==> config.mk <==
export PLATFORM = sky130hd
export DESIGN_NAME = nmo_sqrt
export DESIGN_NICKNAME = d
export VERILOG_FILES = /design/src/rtl/core/nmo_pkg.sv /design/src/rtl/core/nmo_sqrt.sv
export SDC_FILE = /design/constraint.sdc
export NUM_CORES = 1
export LEC_CHECK = 0
export BUFFER_PORTS_ARGS = -buffer_cell sky130_fd_sc_hd__buf_2
export CORE_ASPECT_RATIO = 0.8
export CORE_MARGIN = 8
export CORE_UTILIZATION = 35
export CTS_CLUSTER_DIAMETER = 30
export CTS_CLUSTER_SIZE = 24
export DETAILED_ROUTE_END_ITERATION = 6
export PLACE_DENSITY = 0.48
export SLEW_MARGIN = 30
export SYNTH_ARGS = -nofsm -noshare
export SYNTH_HDL_FRONTEND = slang
export SYNTH_SLANG_ARGS = --single-unit
export TNS_END_PERCENT = 100
==> constraint.sdc <==
create_clock -name clk -period 13.39 [get_ports clk]
set_clock_uncertainty 0.05 [all_clocks]
set_input_delay 1.339 -clock clk [delete_from_list [all_inputs] [get_ports clk]]
set_output_delay 1.339 -clock clk [all_outputs]
set_load 0.005 [all_outputs]
==> src/rtl/core/nmo_pkg.sv <==
// ---------------------------------------------------------------------------
// nmo_pkg: shared widths and codes for the nonhyperbolic moveout pipeline
// Field widths, intermediate word sizes and register codes used by the
// top level and its square root unit.
// ---------------------------------------------------------------------------
`default_nettype none

package nmo_pkg;

	// I/O field widths
	localparam int TIME_W = 24;     // Q8.16 seconds
	localparam int VEL_W  = 24;     // Q16.8 m/s
	localparam int OFS_W  = 24;     // signed Q16.8 m
	localparam int ETA_W  = 16;     // signed Q3.12

	// intermediate words
	localparam int T2_W   = 48;     // t0^2, units of 2^-32 s^2
	localparam int X2_W   = 47;     // offset magnitude squared
	localparam int R_W    = 56;     // x^2/v^2, units of 2^-32 s^2
	localparam int S_W    = 57;     // t0^2 + x^2/v^2
	localparam int SF_W   = 58;     // corrected t^2
	localparam int PART_W = 28;     // operand slice for wide products
	localparam int CMAG_W = 17;     // |4096 + 2*eta|
	localparam int QM_W   = 73;     // |c| * R
	localparam int D_W    = 74;     // correction denominator
	localparam int N_W    = 128;    // correction numerator
	localparam int NP_W   = PART_W + CMAG_W;
	localparam int A_W    = 57;     // clamped correction quotient

	// eta scale and dead band: |code| <= 4 counts as isotropic
	localparam int ETA_ONE      = 4096;
	localparam int ETA_ZERO_MAG = 4;

	// APB register map
	localparam int DATA_W = 32;
	localparam int ADDR_W = 3;
	localparam logic [ADDR_W-3:0] REG_ETA = '0;

endpackage

`default_nettype wire

==> src/rtl/core/nmo_sqrt.sv <==
// ---------------------------------------------------------------------------
// nmo_sqrt: pipelined integer square root
// Digit-by-digit floor square root of a 48-bit word, STEPS result bits per
// register stage. Side data travels with each item.
// ---------------------------------------------------------------------------
`default_nettype none

module nmo_sqrt #(
	parameter int SW    = 2,
	parameter int STEPS = 4
) (
	input  wire logic                       clk,
	input  wire logic                       arst_n,
	input  wire logic                       in_valid,
	output logic                            in_ready,
	input  wire logic [nmo_pkg::T2_W-1:0]   in_sq,
	input  wire logic [SW-1:0]              in_side,
	output logic                            out_valid,
	input  wire logic                       out_ready,
	output logic [nmo_pkg::TIME_W-1:0]      out_root,
	output logic [SW-1:0]                   out_side
);

	localparam int SQ_W  = nmo_pkg::T2_W;
	localparam int ITERS = nmo_pkg::TIME_W;
	localparam int NST   = (ITERS + STEPS - 1) / STEPS;

	logic [NST-1:0]  vld_s;
	logic [NST:0]    rdy;
	logic [SQ_W-1:0] sq_s   [NST];
	logic [SQ_W-1:0] res_s  [NST];
	logic [SW-1:0]   side_s [NST];

	for (genvar k = 0; k < NST; k++) begin : g_st
		logic            vld_i;
		logic [SQ_W-1:0] sq_i;
		logic [SQ_W-1:0] res_i;
		logic [SW-1:0]   side_i;
		logic [SQ_W-1:0] sq_c;
		logic [SQ_W-1:0] res_c;

		if (k == 0) begin : g_first
			assign vld_i  = in_valid;
			assign sq_i   = in_sq;
			assign res_i  = '0;
			assign side_i = in_side;
		end else begin : g_next
			assign vld_i  = vld_s[k-1];
			assign sq_i   = sq_s[k-1];
			assign res_i  = res_s[k-1];
			assign side_i = side_s[k-1];
		end

		// one trial subtract per result bit, test bit moves down two places
		always_comb begin
			logic [SQ_W-1:0] sb;
			logic [SQ_W:0]   tr;
			int              idx;
			sq_c  = sq_i;
			res_c = res_i;
			sb    = '0;
			tr    = '0;
			idx   = 0;
			for (int i = 0; i < STEPS; i++) begin
				idx = k * STEPS + i;
				if (idx < ITERS) begin
					sb = SQ_W'(1) << (SQ_W - 2 - 2 * idx);
					tr = {1'b0, res_c} + {1'b0, sb};
					if ({1'b0, sq_c} >= tr) begin
						sq_c  = SQ_W'({1'b0, sq_c} - tr);
						res_c = (res_c >> 1) + sb;
					end else begin
						res_c = res_c >> 1;
					end
				end
			end
		end

		assign rdy[k] = !vld_s[k] || rdy[k+1];

		always_ff @(posedge clk or negedge arst_n) begin
			if (!arst_n) begin
				vld_s[k] <= 1'b0;
			end else if (rdy[k]) begin
				vld_s[k] <= vld_i;
			end
		end

		always_ff @(posedge clk) begin
			if (rdy[k]) begin
				sq_s[k]   <= sq_c;
				res_s[k]  <= res_c;
				side_s[k] <= side_i;
			end
		end
	end

	assign rdy[NST]  = out_ready;
	assign in_ready  = rdy[0];
	assign out_valid = vld_s[NST-1];
	assign out_root  = res_s[NST-1][ITERS-1:0];
	assign out_side  = side_s[NST-1];

endmodule

`default_nettype wire
==> metrics.md, run 1 <==
| Metric | Value |
|---|---|
| Critical Path RT | `13.75 ns` |
| Final TNS setup | `0 ns` |
| #FFs+latches synth | `342` |
| CP startpoint kind | `register` |
| EDFF count, synth | `336` |
| Total grt overflow | `0` |
| Final min period | `12.68 ns` |
| Final setup viols | `0` |
| Worst hold path class | `register to register` |
| Worst-path clk slew | `0.05 ns` |
| Fin nets | `5,199` |
| Status | `finished with violations` |
| Unrepaired setup endpoints after global routing | `false` |
| Post-synth top area share | `26.5%` |
| Multi-input logic area | `0.0266 mm²` |
| Post-Route WL | `146 mm` |
| CTS tree | `built` |
| Critical path's slowest cell | `or4_1` |
| Crit Path Category | `register to register` |
| Kind of end point of the critical path | `register` |
| Crit Path Max Fanout | `23` |
| Slew of the pin with the lowest slew margin | `1.02 ns` |
| Syn. warnings | `0` |
| Seq/Total Area, Yosys | `26.9%` |
| I/O pin total | `82` |
| Post-Syn Area | `0.0381 mm²` |
| Post-synth top area cell | `edfxtp_1` |
| Fin Hold WS | `0.373 ns` |
| Ant diodes | `0` |
| Max_slew headroom | `31.5%` |
| Skew-Pair Late Insertion Delay | `0.68 ns` |
| DR pass1 iterations | `7` |
| ANT nets after route | `0` |
| IO Port Bufs | `81` |
| Num CTS Buffers | `80` |
| Vias post-DR | `37,000` |
| Die area | `0.120 mm²` |
| Starting Density | `35.2%` |
| Yosys cell types | `129` |
| # DRC | `25` |
| Hold Vio Cnt, Final | `0` |
| # rows | `108` |
| Critical path arrival | `13.05 ns` |
| Post-synth ARST share | `1.75%` |
| Placer Congestion | `0.962` |
| Syn_area_per_cell | `8.25 µm²` |
| Share of cells above drive strength 1 | `11.9%` |
| Clock root buffer | `clkbuf_16` |
| Top delay family on crit path | `simple AND/OR/NAND/NOR gates` |
| Reg-to-reg slack, setup | `0.71 ns` |
| Failing checks | `DRC` |
| Register area | `0.0102 mm²` |
| Initial DRC Count | `3,628` |
| FMAX | `78.9 MHz` |
| Filler cell count in the final layout | `10,900` |
| Worst path bufs/invs | `8` |
| Synth area leaders | `edfxtp_1 (26%), ha_1 (11%), xnor2_1 (6.2%)` |
| Post-DP HPWL | `120 mm` |
| First-pass GRT wire length | `219 mm` |
| Sink Count | `342` |
| Top FF cell, synth | `edfxtp_1` |
| Mapped Cells | `4,617` |
| Worst stage delay on the critical path | `0.59 ns` |
| Largest net degree at the start of global routing | `72` |
| Most frequent cell on the critical path | `nor2_1` |
| Slew Limit Fails | `0` |
| Initial antenna violation count | `1` |
| Die Wd | `385 µm` |
| Synth-to-Final Area Change | `15.6%` |
| Drt wl/cell | `23.1 µm` |
| Vias in the first global route | `34,000` |
| Final Cycle Share | `94.7%` |
| GRT Total Usage | `23.4%` |
| H-tree levels | `3` |
| # Max-Cap Violations | `0` |
| Core region area | `0.108 mm²` |
| Die Ht | `311 µm` |
| Syn Nets | `5,009` |
| Vias/cell | `5.87` |
| CTS max path bufs | `3` |
-- Yosys cell counts, types with 49 or more instances --
library cell / number
edfxtp_1: 336
o21a_1: 52
nand2b_1: 65
a31oi_1: 49
nand3_1: 121
xnor2_1: 268
nor4_1: 83
nor3_1: 151
nor2b_1: 55
nand2_1: 392
a21o_1: 147
and3_1: 52
nand4_1: 95
nor2_1: 449
ha_1: 338
a21oi_1: 430
clkbuf_1: 86
xor2_1: 142
inv_1: 222
o21ai_0: 244
-- cells by family after synthesis --
kind of cell,Yosys count,synth area share (%)
simple gates,1750,23.6
buf+inv,368,3.84
compound gates,1336,23.0
flops,342,26.9
xor+xnor,412,9.54
fa+ha+maj,338,11.1
mux,71,2.04
-- sequential cells by signal, summed over array words and instances, names as in the netlist --
| name | cells |
|---|---|
| res_s | 84 |
| out_valid | 1 |
| sq_s | 240 |
| side_s | 12 |
| g_st.vld_i | 5 |
-- final cells by class --
| type | count | area share [%] |
|---|---|---|
| inverters | 233 | 1.99 |
| multi-input cells | 3907 | 60.4 |
| well taps | 1430 | 4.06 |
| clock inverters | 61 | 1.83 |
| flip-flops and latches | 342 | 23.2 |
| clock buffers | 87 | 4.70 |
| repair buffers | 243 | 3.78 |
-- worst reg2reg max path: cells and delay by family, from the launching register on --
kind                       cells  cell delay [ns]
AOI/OAI and AO/OA             12             2.58
and+or+nand+nor               25             6.17
adders and majority gates      4             1.52
DFF                            1             0.36
xor gates and xnor gates       2             0.39
buffers and inverters          8             1.36
-- path summary, 6_finish.rpt --
path / from / to / cells after the start
setup reg to reg: res_s[2][31] / sq_s[3][35] / 51
min in group asynchronous: arst_n / g_st[4].vld_i / 1
max in group asynchronous: arst_n / out_valid / 1
hold / removal: side_s[1][1] / side_s[2][1] / 0
hold reg to reg: side_s[1][1] / side_s[2][1] / 0
setup / recovery: res_s[2][31] / sq_s[3][35] / 51
-- placed cells by master (no fill, tap or decap), types with 95 or more instances in the layout --
master / synthesis / routed
a21o_1: 147 / 147
a21oi_1: 430 / 427
buf_4: 6 / 158
edfxtp_1: 336 / 336
ha_1: 338 / 336
inv_1: 222 / 218
nand2_1: 392 / 389
nand3_1: 121 / 119
nand4_1: 95 / 95
nor2_1: 449 / 449
nor3_1: 151 / 148
o21ai_0: 244 / 240
xnor2_1: 268 / 268
xor2_1: 142 / 142
-- per-layer routing --
metal	wire (µm)	GRT usage (%)	vias up
li1	-	-	17700
met1	76600	38.2	17700
met2	53800	30.2	1383
met3	13100	5.37	138
met4	2360	4.48	0
met5	0	0	-
-- stage by stage --
step | instances | area [µm²] | utilization [%] | worst slack, ns
final | 6303 | 44000 | 40.7 | 0.708
after global routing | 6303 | 44000 | 40.7 | 0.00199
after CTS | 6295 | 43800 | 40.5 | 0.159
after detailed placement | 6147 | 41000 | 37.8 | 0.187
after global placement | 6147 | 40900 | 37.8 | 0.295
after floorplan | 4617 | 38100 | - | 0.641
-- what timing repair did --
action | 4_1_cts | 5_1_grt
setup buffers | 0 | 8
setup endpoints to repair | 0 | 60
hold buffers | 0 | 0
resized for setup | 0 | 35
Power of run 1 is left out: the tool's default activity adds up to more than one toggle a clock period on the data nets, which glitch-free logic cannot reach.
==> inputs of run 2 (changes only) <==
--- a/config.mk
+++ b/config.mk
@@ -5,6 +5,7 @@
 export SDC_FILE = /design/constraint.sdc
 export NUM_CORES = 1
 export LEC_CHECK = 0
+export ABC_AREA = 1
 export BUFFER_PORTS_ARGS = -buffer_cell sky130_fd_sc_hd__buf_2
 export CORE_ASPECT_RATIO = 0.8
 export CORE_MARGIN = 8
@@ -12,7 +13,7 @@
 export CTS_CLUSTER_DIAMETER = 30
 export CTS_CLUSTER_SIZE = 24
 export DETAILED_ROUTE_END_ITERATION = 6
-export PLACE_DENSITY = 0.48
+export PLACE_DENSITY = 0.47
 export SLEW_MARGIN = 30
 export SYNTH_ARGS = -nofsm -noshare
 export SYNTH_HDL_FRONTEND = slang
==> constraint.sdc (replaced) <==
create_clock -name clk -period 12.8 [get_ports clk]
set_clock_uncertainty 0.05 [all_clocks]
set_input_delay 1.28 -clock clk [delete_from_list [all_inputs] [get_ports clk]]
set_output_delay 1.28 -clock clk [all_outputs]
set_load 0.005 [all_outputs]
==> metrics.md, run 2 <==
| Metric | Value |
|---|---|
| Max_slew headroom | `30.0%` |
| Top FF cell, synth | `edfxtp_1` |
| Fin nets | `7,660` |
| Yosys cell types | `65` |
| CTS tree | `built` |
| FMAX | `86.9 MHz` |
| Most frequent cells in the layout | `nand2_1 (2,126), inv_1 (1,006), nor2_1 (911)` |
| Post-synth top area share | `23.0%` |
| Critical path arrival | `11.81 ns` |
| Share of cells above drive strength 1 | `6.82%` |
| Post-DP HPWL | `158 mm` |
| Final Cell Area | `0.0494 mm²` |
| Post-Route WL | `188 mm` |
| # Max-Cap Violations | `0` |
| IO Port Bufs | `81` |
| Unrepaired setup endpoints after global routing | `false` |
| Synth area leaders | `edfxtp_1 (23%), nand2_1 (18%), ha_1 (9.7%)` |
| Initial antenna violation count | `4` |
| Clock root buffer | `clkbuf_16` |
| Hold Vio Cnt, Final | `0` |
| CTS Hold Bufs | `0` |
| Top reg by flops | `sq_s` |
| Worst hold path class | `register to register` |
| Initial DRC Count | `4,653` |
| Placed cell area | `0.0466 mm²` |
| Core region area | `0.125 mm²` |
| Most instantiated library cell after synthesis | `nand2_1` |
| Mapped Cells | `7,082` |
| Crit Path Max Fanout | `50` |
| Postcts setup bufs | `0` |
| Final min period | `11.50 ns` |
| Syn. warnings | `0` |
| Ant diodes | `0` |
| Syn_area_per_cell | `6.19 µm²` |
| Most common cell after layout, fill and taps aside | `nand2_1` |
| Post-CTS Resized | `0` |
| Largest registers | `sq_s: 240 flops, res_s: 84 flops, side_s: 12 flops` |
| H-tree levels | `3` |
| Worst path bufs/invs | `7` |
| CTS max path bufs | `3` |
| GRT Total Usage | `26.3%` |
| Syn Nets | `7,474` |
| Slew Limit Fails | `0` |
| Synth-to-Final Area Change | `12.7%` |
| Slew of the pin with the lowest slew margin | `1.04 ns` |
| Critical path's slowest cell | `o21ai_0` |
| I/O pin total | `82` |
| Top delay family on crit path | `simple AND/OR/NAND/NOR gates` |
| Post-synth ARST share | `1.75%` |
| # rows | `116` |
| Most frequent cell on the critical path | `nand2_1` |
| Post-synth top area cell | `edfxtp_1` |
| #FFs+latches synth | `342` |
| Final setup viols | `0` |
| Die Ht | `332 µm` |
| Flip-flop count of the largest register after layout | `240` |
| Vias/cell | `5.29` |
| EDFF count, synth | `336` |
| # DRC | `0` |
| Largest net degree at the start of global routing | `58` |
| Critical Path RT | `13.10 ns` |
| Placer Congestion | `0.950` |
| First-pass GRT wire length | `279 mm` |
| Num CTS Buffers | `80` |
| Vias in the first global route | `44,100` |
| Synth top cells by count | `nand2_1 (2,127), inv_1 (1,010), nor2_1 (913), nand3_1 (520), o21ai_0 (382)` |
| ANT nets after route | `0` |
| Starting Density | `35.1%` |
| Total grt overflow | `0` |
| Vias post-DR | `47,500` |
| Kind of end point of the critical path | `register` |
| Skew-Pair Late Insertion Delay | `0.66 ns` |
| Status | `finished clean` |
| Filler cell count in the final layout | `13,700` |
| Final Cycle Share | `89.9%` |
| Worst stage delay on the critical path | `0.75 ns` |
| Seq/Total Area, Yosys | `23.4%` |
| Sink Count | `342` |
| Die area | `0.137 mm²` |
| Crit Path Category | `register to register` |
| Die Wd | `412 µm` |
| CP startpoint kind | `register` |
| Final TNS setup | `0 ns` |
| Drt wl/cell | `20.9 µm` |
| DR pass1 iterations | `6` |
| Worst-path clk slew | `0.05 ns` |
| Post-Syn Area | `0.0438 mm²` |
## run 2: cell types whose count changed in the layout (fill, tap and decap cells not counted), sizes merged, moves of 48 or more
cell    change
a21o      -131
a21oi      -50
buf        -58
inv       +801
nand2    +1765
nand2b     -66
nand3     +421
nand4      +62
nor2      +498
nor2b      -55
nor4       -48
o21ai     +163
xnor2     -122
## run 2: kinds of logic after synthesis
| group | Yosys count | share of synthesized area, % |
|---|---|---|
| AOI/OAI and AO/OA | 941 | 11.7 |
| xor gates and xnor gates | 282 | 5.65 |
| adders and majority gates | 338 | 9.65 |
| buffers and inverters | 1108 | 9.97 |
| DFF | 342 | 23.4 |
| muxes | 2 | 0.0457 |
| and+or+nand+nor | 4069 | 39.6 |
## run 2: final timing paths
kind / cells past startpoint / endpoint / startpoint / slack [ns]
worst min register to register: 0 / side_s[3][0] / side_s[2][0] / 0.36
min in group asynchronous: 1 / g_st[3].vld_i / arst_n / 0.41
worst min-delay path: 0 / side_s[3][0] / side_s[2][0] / 0.36
worst max-delay path: 43 / sq_s[4][8] / res_s[3][26] / 1.30
worst max register to register: 43 / sq_s[4][8] / res_s[3][26] / 1.30
max in group asynchronous: 1 / g_st[2].vld_i / arst_n / 12.13
## run 2: routing by layer
metal / GRT usage (%) / part of all wire, % / vias up
li1: - / - / 23600
met1: 40.1 / 50 / 22200
met2: 39.7 / 42 / 1572
met3: 3.25 / 6.5 / 167
met4: 4.99 / 1.8 / 0
met5: 0 / 0 / -
## run 2: layout make-up
type / count / area [µm²] / share of cell area, %
clock inverter: 61 / 698 / 1.41
multi-input combinational: 5632 / 29200 / 59.2
timing repair buffer: 185 / 1240 / 2.52
inverter: 1027 / 3860 / 7.81
clock buffer: 88 / 2050 / 4.16
sequential: 342 / 10200 / 20.7
tap: 1652 / 2070 / 4.19
## run 2: through the flow
stage	setup slack [ns]	utilization, %	std cells	hold slack [ns]
2_1_floorplan	3.84	-	7082	0.350
3_3_place_gp	1.61	37.4	8837	0.354
3_5_place_dp	1.49	37.4	8838	0.355
4_1_cts	1.47	39.6	8987	0.366
5_1_grt	0.281	39.6	8987	0.376
6_report	1.30	39.6	8987	0.364
## run 2: worst register-to-register path: cells and delay by family (launching register included)
family | cells | cell delay (ns)
DFF | 1 | 0.49
and+or+nand+nor | 24 | 4.54
xor gates and xnor gates | 1 | 0.36
adders and majority gates | 4 | 1.66
AOI/OAI and AO/OA | 7 | 2.62
buffers and inverters | 7 | 1.47
Power of run 2 is left out for the same reason.
